## src/rtl/imc_pkg.sv

```systemverilog
// Shared types and constants of the unfolding read port.
`default_nettype none
package imc_pkg;

  // Item opcodes on in_mode.
  localparam logic MODE_WRITE = 1'b0;
  localparam logic MODE_READ  = 1'b1;

  // Configuration register indexes.
  localparam logic [2:0] CFG_STRIDE_W     = 3'd0;
  localparam logic [2:0] CFG_STRIDE_H     = 3'd1;
  localparam logic [2:0] CFG_PAD_W        = 3'd2;
  localparam logic [2:0] CFG_PAD_H        = 3'd3;
  localparam logic [2:0] CFG_IMAGE_WIDTH  = 3'd4;
  localparam logic [2:0] CFG_IMAGE_HEIGHT = 3'd5;
  localparam logic [2:0] CFG_ZERO_VALUE   = 3'd6;

  // Geometry registers that the address stage needs.
  typedef struct packed {
    logic [3:0] stride_w;
    logic [3:0] stride_h;
    logic [3:0] pad_w;
    logic [3:0] pad_h;
    logic [6:0] image_width;
    logic [6:0] image_height;
  } geom_cfg_t;

  // Memory command issued by the address stage for one beat.
  typedef struct packed {
    logic rd;   // read beat heading for the output
    logic wr;   // pixel write into the store
    logic pad;  // source position lies outside the image
  } mem_ctl_t;

endpackage
`default_nettype wire

```

## src/rtl/imc_addr_gen.sv

```systemverilog
// Source position, bounds check and store address generation.
`default_nettype none
module imc_addr_gen
  import imc_pkg::*;
#(
  parameter int MAX_PLANES = 8,
  parameter int MAX_WIDTH  = 64,
  parameter int MAX_HEIGHT = 64,
  parameter int DEPTH      = MAX_PLANES * MAX_HEIGHT * MAX_WIDTH,
  parameter int AW         = (DEPTH > 1) ? $clog2(DEPTH) : 1
) (
  input  wire logic           clk,
  input  wire logic           rst_n,
  input  wire logic           accept,
  input  wire logic           mode,
  input  wire logic [2:0]     plane,
  input  wire logic [5:0]     pixel_row,
  input  wire logic [5:0]     pixel_col,
  input  wire logic [7:0]     pixel_value,
  input  wire logic [3:0]     kernel_row,
  input  wire logic [3:0]     kernel_col,
  input  wire logic [5:0]     out_row,
  input  wire logic [5:0]     out_col,
  input  wire geom_cfg_t      cfg,
  output      mem_ctl_t       ctl,
  output      logic [AW-1:0]  addr,
  output      logic [7:0]     wdata
);

  localparam logic signed [11:0] MaxP = 12'(MAX_PLANES);
  localparam logic signed [11:0] MaxW = 12'(MAX_WIDTH);
  localparam logic signed [11:0] MaxH = 12'(MAX_HEIGHT);

  logic        valid_r;
  logic        mode_r;
  logic [2:0]  plane_r;
  logic [5:0]  pixel_row_r;
  logic [5:0]  pixel_col_r;
  logic [7:0]  pixel_value_r;
  logic [3:0]  kernel_row_r;
  logic [3:0]  kernel_col_r;
  logic [9:0]  prod_row_r;
  logic [9:0]  prod_col_r;

  logic signed [11:0] src_row;
  logic signed [11:0] src_col;
  logic signed [11:0] sel_row;
  logic signed [11:0] sel_col;
  logic signed [11:0] plane_ext;
  logic               row_in;
  logic               col_in;
  logic               plane_in;
  logic               src_ok;

  // First stage: take the beat and form the stride products.
  always_ff @(posedge clk) begin
    if (!rst_n) begin
      valid_r <= 1'b0;
    end else begin
      valid_r <= accept;
    end
  end

  always_ff @(posedge clk) begin
    if (accept) begin
      mode_r        <= mode;
      plane_r       <= plane;
      pixel_row_r   <= pixel_row;
      pixel_col_r   <= pixel_col;
      pixel_value_r <= pixel_value;
      kernel_row_r  <= kernel_row;
      kernel_col_r  <= kernel_col;
      prod_row_r    <= 10'(out_row) * 10'(cfg.stride_h);
      prod_col_r    <= 10'(out_col) * 10'(cfg.stride_w);
    end
  end

  // Second stage: source position, bounds and address.
  always_comb begin
    src_row = $signed({2'b00, prod_row_r}) - $signed({8'd0, cfg.pad_h})
              + $signed({8'd0, kernel_row_r});
    src_col = $signed({2'b00, prod_col_r}) - $signed({8'd0, cfg.pad_w})
              + $signed({8'd0, kernel_col_r});

    if (mode_r == MODE_READ) begin
      sel_row = src_row;
      sel_col = src_col;
    end else begin
      sel_row = $signed({6'd0, pixel_row_r});
      sel_col = $signed({6'd0, pixel_col_r});
    end

    plane_ext = $signed({9'd0, plane_r});
    plane_in  = plane_ext < MaxP;
    row_in    = (sel_row >= 12'sd0) && (sel_row < MaxH);
    col_in    = (sel_col >= 12'sd0) && (sel_col < MaxW);

    // Reads are also bounded by the configured image size.
    if (mode_r == MODE_READ) begin
      src_ok = plane_in && row_in && col_in &&
               (sel_row < $signed({5'd0, cfg.image_height})) &&
               (sel_col < $signed({5'd0, cfg.image_width}));
    end else begin
      src_ok = plane_in && row_in && col_in;
    end

    ctl.rd  = valid_r && (mode_r == MODE_READ);
    ctl.wr  = valid_r && (mode_r == MODE_WRITE) && src_ok;
    ctl.pad = !src_ok;

    addr = (AW'(plane_r) * AW'(MAX_HEIGHT) + AW'(sel_row[10:0])) * AW'(MAX_WIDTH)
           + AW'(sel_col[10:0]);
    wdata = pixel_value_r;
  end

endmodule
`default_nettype wire

```

## config.mk

```make
export PLATFORM = sky130hd
export DESIGN_NAME = imc_addr_gen
export DESIGN_NICKNAME = d
export VERILOG_FILES = /design/src/rtl/imc_pkg.sv /design/src/rtl/imc_addr_gen.sv
export SDC_FILE = /design/constraint.sdc
export NUM_CORES = 1
export LEC_CHECK = 0
export BUFFER_PORTS_ARGS = -buffer_cell sky130_fd_sc_hd__buf_2
export CORE_UTILIZATION = 50
export CTS_BUF_LIST = sky130_fd_sc_hd__clkbuf_2 sky130_fd_sc_hd__clkbuf_4 sky130_fd_sc_hd__clkbuf_8
export DETAILED_ROUTE_END_ITERATION = 8
export PLACE_DENSITY = 0.74
export SETUP_SLACK_MARGIN = 0.15
export SLEW_MARGIN = 0
export SYNTH_ARGS = -nofsm -noshare
export SYNTH_HDL_FRONTEND = slang
export SYNTH_SLANG_ARGS = --single-unit
export TNS_END_PERCENT = 5
```

## constraint.sdc

```tcl
create_clock -name clk -period 11.2 [get_ports clk]
set_clock_uncertainty 0.15 [all_clocks]
set_input_delay 1.12 -clock clk [delete_from_list [all_inputs] [get_ports clk]]
set_output_delay 1.12 -clock clk [all_outputs]
set_load 0.005 [all_outputs]
```

## Word-level counts from Yosys, hierarchy flattened

Cells that the tools add are included.

- Register bits after elaboration: 53

- Multipliers: 2
- Order comparisons: 6
- Add/subtract/negate cells: 6
- Reduce and logical (&&, ||, !) cells: 9
- Bitwise gates (word level): 1
- Mux-type cells: 3

Operator list:

| kind | number |
|---|---|
| $add 11x5->12 | 2 |
| $ge 12x1->1 const B | 2 |
| $lt 12x8->1 | 2 |
| $lt 12x8->1 const B | 2 |
| $mux 12 | 2 |
| $sub 10x4->11 | 2 |
| $mul 6x4->10 | 2 |
| $add 15x11->15 | 1 |
| $add 9x9->9 | 1 |
| $logic_and 1x1->1 | 8 |
| $logic_not 1->1 | 1 |
| $mux 1 | 1 |
| $not 1->1 | 1 |

## Longest topological paths before layout

Gate-level depths: netlist (run 1).

- Depth after elaboration: 10
- Depth in mapped cells: 23

## Least setup slack after synthesis (run 1)

No wires, ideal clock.

- Kind: input to output
- Start point: input cfg[21] in the netlist's numbering
- End point: output addr[14]
- Setup slack: 4958 ps
- Buffers on the path: 1
- Stages on the path: 21
- Arrival time: 4972 ps
- Cells stage by stage: inv_1 ha_1 clkbuf_1 o21a_1 a21boi_0 nor2_1 ha_1 o21ai_0 o21bai_1 and2_1 o22ai_1 xor2_1 and2_1 fa_1 a21oi_1 nor2_1 nor2_1 nor2b_1 o21a_1 nand3_1 xnor3_1

- Longest elaborated chain between the ends: 4

RTL lines:

| item | RTL line | RTL |
|---|---|---|
| start, declared | imc_addr_gen.sv:24 | `input wire geom_cfg_t cfg,` |
| $sub 10x4->11 | imc_addr_gen.sv:82 | `src_col = $signed({2'b00, prod_col_r}) - $signed({8'd0, cfg.pad_w})` |
| $add 11x5->12 | imc_addr_gen.sv:83 | `+ $signed({8'd0, kernel_col_r});` |
| $mux 12 | imc_addr_gen.sv:85 | `if (mode_r == MODE_READ) begin` |
| $add 15x11->15 | imc_addr_gen.sv:112 | `+ AW'(sel_col[10:0]);` |
| end, declared | imc_addr_gen.sv:26 | `output logic [AW-1:0] addr,` |

Every way passes these cells.

## Worst setup path in the final report (run 1)

Same ends and word-level chain as after synthesis.

==> results.py, run 1 <==
metrics = {
    "run_status": {
        "run_status": "completed",
    },
    "worst_setup_path": {
        "cp.arrival_ns": 5.58,
        "criticalPathCategory": "input pin to output pin",
        "cp-start-kind": "input pin",
        "critPathCaptureType": "output pin",
        "required_ns": 9.93,
        "path_max_fanout": 9,
    },
    "logic_synthesis": {
        "synth_area_leaders": "edfxtp_1 31%, ha_1 15%, fa_1 8.8%",
        "synth-seq-area-share_pct": 31.4,
        "synthArstFlopShare_pct": 0,
        "ys_types": 68,
        "synth_area_um2": 5030,
        "synth_commonest_cells": "62 x ha_1, 56 x inv_1, 52 x edfxtp_1",
        "synth_edf_count": 52,
        "synth_top_flop_cell": "edfxtp_1",
        "netlist_instances": 503,
        "synth_top_area_cell": "edfxtp_1",
        "avgSynthCellArea_um2": 10.0,
        "ys_ff_latch": 53,
        "mappedNetlistNets": 664,
        "yosysWarnings": 0,
        "synth_top_cell_area_share_pct": 31.0,
        "synth.most_common_cell": "ha_1",
    },
    "drt": {
        "wirelength_mm": 10.5,
        "drt-initial-drc-count": 111,
        "postRouteAntennaNets": 0,
        "wl_per_cell_um": 14.2,
        "remaining_drc_errors": 0,
        "vias": 3909,
        "dr.pass1.iters": 6,
        "routed_via_density": 5.30,
    },
    "layout": {
        "syn_to_final_growth_pct": 14.4,
        "layout.nets": 765,
        "fin_util_pct": 58.9,
        "stdcell_count": 738,
        "drive_gt1_share_pct": 22.5,
        "num_antenna_cells": 0,
        "final_area_um2": 5760,
        "fillers": 859,
    },
    "sta": {
        "tightest_slew_ns": 1.19,
        "finalHoldViolCount": 0,
        "fin_hold_ws_ns": 0.827,
        "rsz0062_at_grt": "no",
        "fin_setup_tns_ns": 0,
        "worst_slack_ns": 4.35,
        "post-route-period-util_pct": 61.2,
        "slew_headroom_pct": 20.8,
        "fin_crit_ns": 6.85,
        "slew_violations": 0,
        "finalSetupViolations": 0,
        "fmax_mhz": 146,
    },
    "pwr": {
        "p_comb_share_pct": 53.8,
        "leakage_nw": 2.70,
        "ir_worst_vdd_mv": 0.0832,
        "switching_share_pct": 39.3,
        "p_seq_share_pct": 33.2,
        "power_mw": 0.823,
        "intPower_mw": 0.500,
        "pwr-share-clk_pct": 13.0,
        "p_switching_mw": 0.324,
        "power.density_nw_per_um2": 143,
    },
    "cts": {
        "cts_buffer_depth": 2,
        "clk_pin_slew_ns": 0.10,
        "cts_sinks": 53,
        "cts_resized": 0,
        "cts_tree": "yes",
        "post_cts_buffers": 0,
        "cts_hold_buffers": 0,
        "htree_num_levels": 2,
        "cts_root_buf": "clkbuf_8",
        "cts_buffers": 5,
    },
    "grt": {
        "grt_pass1_wl_mm": 16.8,
        "grt_max_degree": 54,
        "grt_antenna_before_repair": 0,
        "grt_pass1_vias": 3897,
        "grt_overflow_total": 0,
        "track_usage_pct": 20.5,
    },
    "die": {
        "die_width_um": 102,
        "core.rowCount": 36,
        "fp.coreArea_um2": 9770,
        "fp.dieH_um": 102,
        "die_area_um2": 10500,
        "initial_utilization_pct": 51.5,
        "pin_count": 103,
    },
    "hold_path": {
        "worstHoldPathCells": 1,
        "hold_end": "kernel_col_r[3]$_DFFE_PP_",
        "hold_class": "input pin to flop",
        "min-delay-start": "kernel_col[3]",
    },
    "place": {
        "placed_area_um2": 5670,
        "placed_cells_incl_taps": 730,
        "io_buffers": 102,
        "dp_hpwl_mm": 8.69,
        "gp_congestion": 0.886,
        "pre_cts_ws_ns": 4.37,
    },
    "flow_run": {
        "max_cap_violations": 0,
    },
}
==> layout make-up <==
type	instances	area [um^2]	share of cell area, %
inverter	57	214	3.72
tap	133	166	2.89
timing repair buffer	103	518	9.00
sequential	53	1580	27.5
clock inverter	3	17.5	0.304
multi-input combinational	384	3190	55.4
clock buffer	5	68.8	1.20
==> logic make-up after synthesis <==
family          count (synthesis)  share of synthesized area, %
fa+ha+maj                      84                          24.2
xor+xnor                       36                          6.54
simple gates                  149                          16.2
buf+inv                        66                          5.17
compound gates                108                          15.0
flops                          53                          31.4
mux                             7                          1.54
==> worst max-delay path by stage <==
stage / cells after the start / to / slack, ns / startpoint
4_1_cts: 22 / addr[14] / 4.37 / cfg[21]
6_report: 22 / addr[14] / 4.35 / cfg[21]
2_1_floorplan: 21 / addr[14] / 4.96 / cfg[21]
3_3_place_gp: 22 / addr[14] / 4.51 / cfg[21]
3_5_place_dp: 22 / addr[14] / 4.37 / cfg[21]
5_1_grt: 22 / addr[14] / 3.95 / cfg[21]
==> flip-flops by register name, summed over array words and instances, names as in the netlist <==
signal and cells:
kernel_row_r 4, kernel_col_r 4, prod_col_r 10, mode_r 1, wdata 8, valid_r 1, plane_r 3, prod_row_r 10
pixel_row_r 6, pixel_col_r 6
==> cell usage in the layout, fill, tap and decap left out, types with 5 or more instances in the layout <==
master    count
edfxtp_1     52
and2_1       38
a21o_1        7
mux2_2        6
buf_2       102
nand2_1      32
xor2_1       10
nor2b_1       6
fa_1         22
ha_1         62
or3_1         5
xnor2_1      25
inv_1        56
clkbuf_8      5
nor3_1        6
a21oi_1      26
a211oi_1      8
o21a_1        7
o21bai_1      8
nor2_1       29
o21ai_0      17
nor3b_1       5
or2_2         6
==> per-layer routing <==
metal | part of all wire [%] | global-route usage, % | up-vias
met4 | 1.3 | 6.15 | 0
met3 | 4.9 | 2.80 | 15
met1 | 45 | 26.1 | 1800
li1 | - | - | 1981
met5 | 0 | 0 | -
met2 | 48 | 36.0 | 113
==> worst max-delay path, cell delays in order <==
cell	delay (ns)
buf_2	0.07
inv_1	0.03
ha_1	0.41
o21a_1	0.17
a21boi_0	0.46
nor2_1	0.11
ha_1	0.33
o21ai_0	0.11
o21bai_1	0.29
and2_1	0.24
o22ai_1	0.11
xor2_1	0.19
and2_1	0.20
fa_1	0.46
a21oi_1	0.16
nor2_1	0.05
nor2_1	0.15
nor2b_1	0.07
o21a_1	0.20
nand3_1	0.10
xnor3_1	0.39
buf_2	0.14
==> power groups by stage <==
stage | logic, mW | registers [mW] | clock network, mW
after detailed placement | 0.442 | 0.277 | 0
after global routing | 0.499 | 0.277 | 0.117
after global placement | 0.429 | 0.277 | 0
after CTS | 0.445 | 0.273 | 0.112
after floorplan | 0.325 | 0.265 | 0
final | 0.443 | 0.273 | 0.107
Note: power is estimated with default switching activity, not from simulation.
==> run 2: changes to the inputs <==
ABC_AREA = 1   (was default)
PLACE_DENSITY = 0.73   (was 0.74)
clock period = 6.5 ns   (was 11.2 ns; I/O delays follow)
==> results.py, run 2 <==
metrics = {
    "die": {
        "core.rowCount": 36,
        "die_width_um": 104,
        "fp.dieH_um": 104,
        "die_area_um2": 10800,
        "initial_utilization_pct": 52.3,
        "pin_count": 103,
        "fp.coreArea_um2": 9950,
    },
    "pwr": {
        "power.density_nw_per_um2": 243,
        "leakage_nw": 3.41,
        "ir_worst_vdd_mv": 0.102,
    },
    "drt": {
        "routed_via_density": 4.90,
        "remaining_drc_errors": 0,
        "wl_met2_mm": 5.07,
        "routed.top_layer": "met4",
        "met1Wirelength_mm": 4.91,
        "drt-initial-drc-count": 133,
        "wl_per_cell_um": 11.7,
        "wirelength_mm": 10.6,
        "dr_wl_met3_um": 462,
        "postRouteAntennaNets": 0,
        "dr.pass1.iters": 4,
        "vias": 4403,
    },
    "worst_setup_path": {
        "cp-start-kind": "input pin",
        "criticalPathCategory": "input pin to output pin",
        "worst_path_max_delay_cell": "fa_1",
        "crit_path_frequent_cell": "nand2_1",
        "critPathCaptureType": "output pin",
        "slowest_delay_ns": 0.41,
        "required_ns": 5.70,
        "cp.arrival_ns": 4.28,
        "path_max_fanout": 6,
    },
    "cts": {
        "cts_sinks": 53,
        "post_cts_buffers": 0,
        "cts_buffer_depth": 2,
        "cts_root_buf": "clkbuf_8",
        "htree_num_levels": 2,
        "cts_resized": 0,
        "cts_tree": "yes",
        "clk_pin_slew_ns": 0.11,
        "cts_buffers": 5,
        "cts_hold_buffers": 0,
    },
    "place": {
        "placed_cells_incl_taps": 892,
        "dp_hpwl_mm": 8.90,
        "gp_congestion": 0.880,
        "io_buffers": 102,
    },
    "logic_synthesis": {
        "mappedNetlistNets": 820,
        "synth.most_common_cell": "nand2_1",
        "ys_types": 31,
        "synthArstFlopShare_pct": 0,
        "synth-seq-area-share_pct": 30.4,
        "synth_top_flop_cell": "edfxtp_1",
        "ys_ff_latch": 53,
        "netlist_instances": 659,
        "synth_area_um2": 5210,
        "synth_commonest_cells": "174 x nand2_1, 133 x inv_1, 62 x ha_1",
        "synth_top_area_cell": "edfxtp_1",
        "synth_area_leaders": "edfxtp_1 30%, ha_1 15%, nand2_1 13%",
        "synth_edf_count": 52,
        "yosysWarnings": 0,
        "synth_top_cell_area_share_pct": 30.0,
        "avgSynthCellArea_um2": 7.90,
    },
    "sta": {
        "slew_violations": 0,
        "fin_setup_tns_ns": 0,
        "fmax_mhz": 197,
        "finalSetupViolations": 0,
        "tightest_slew_ns": 0.886,
        "rsz0062_at_grt": "no",
        "finalHoldViolCount": 0,
        "fin_crit_ns": 5.08,
        "slew_headroom_pct": 40.9,
        "post-route-period-util_pct": 78.2,
    },
    "layout": {
        "layout.nets": 927,
        "drive_gt1_share_pct": 20.6,
        "stdcell_count": 899,
        "final_common_cell": "nand2_1",
        "num_antenna_cells": 0,
        "layout_common_cells": "174 x nand2_1, 133 x inv_1, 102 x buf_2",
        "syn_to_final_growth_pct": 14.8,
        "fillers": 909,
    },
    "run_status": {
        "run_status": "completed",
    },
    "grt": {
        "track_usage_pct": 20.5,
        "grt_antenna_before_repair": 0,
        "grt_overflow_total": 0,
        "grt_max_degree": 54,
        "grt_pass1_wl_mm": 18.3,
        "grt_pass1_vias": 4428,
    },
    "flow_run": {
        "max_cap_violations": 0,
    },
    "hold_path": {
        "hold_class": "input pin to flop",
    },
}
-- run 2: changes by cell type after synthesis, moves of 7 or more --
cell / delta
nand2_1: +142
inv_1: +77
nand3_1: +44
and2_1: -37
xnor2_1: -19
nand2_2: +14
inv_2: +9
nor2_2: +9
xor2_1: +9
a211oi_1: -8
o21bai_1: -8
o21a_1: -7
-- run 2: cell families (layout without fill, tap and decap cells) --
kind of cell,Yosys count,in the layout,share of synthesized area [%]
compound gates,52,52,5.36
simple gates,299,299,26.0
xor+xnor,25,25,4.20
buf+inv,146,253,10.7
fa+ha+maj,84,84,23.4
flops,53,53,30.4
-- run 2: per-stage QoR --
step	utilization, %	instance area (um^2)	hold slack, ns	total power [mW]	setup WS (ns)
6_report	60.1	5980	0.350	1.45	1.42
3_3_place_gp	59.0	5870	0.677	1.20	1.54
2_1_floorplan	-	5210	0.593	1.02	1.95
3_5_place_dp	59.0	5870	0.678	1.23	1.42
5_1_grt	60.1	5980	0.332	1.59	0.978
4_1_cts	60.1	5980	0.341	1.46	1.42
-- run 2: worst max-delay path, delay by kind of cell --
kind            cells  cell delay (ns)
simple gates       14             1.07
buf+inv             7             0.44
compound gates      4             0.80
fa+ha+maj           4             1.32
-- run 2: area by class of cell --
class	instances	area (um^2)	area share [%]
Multi-Input combinational cell	460	3070	51.3
Sequential cell	53	1580	26.5
Inverter	143	537	8.98
Timing Repair Buffer	103	518	8.66
Tap cell	133	166	2.78
Clock buffer	5	68.8	1.15
Clock inverter	2	38.8	0.649
-- run 2: path summary, 6_finish.rpt --
| path | endpoint | depth (start not counted) | slack [ns] | start |
|---|---|---|---|---|
| worst min-delay path | plane_r[1]$_DFFE_PP_ | 1 | 0.35 | plane[1] |
| worst max-delay path | addr[14] | 29 | 1.42 | cfg[20] |
-- run 2: report_power, final --
| part | internal [mW] | switching, mW | leakage [nW] |
|---|---|---|---|
| clock network | 0.114 | 0.116 | 0.0546 |
| registers | 0.430 | 0.0347 | 0.516 |
| logic | 0.304 | 0.455 | 2.84 |
| total | 0.848 | 0.606 | 3.41 |
-- run 2: metal layers --
| layer | track usage (%) | up-vias |
|---|---|---|
| met1 | 24.8 | 1993 |
| li1 | - | 2286 |
| met4 | 5.92 | 0 |
| met2 | 37.4 | 115 |
| met3 | 3.26 | 9 |
| met5 | 0 | - |
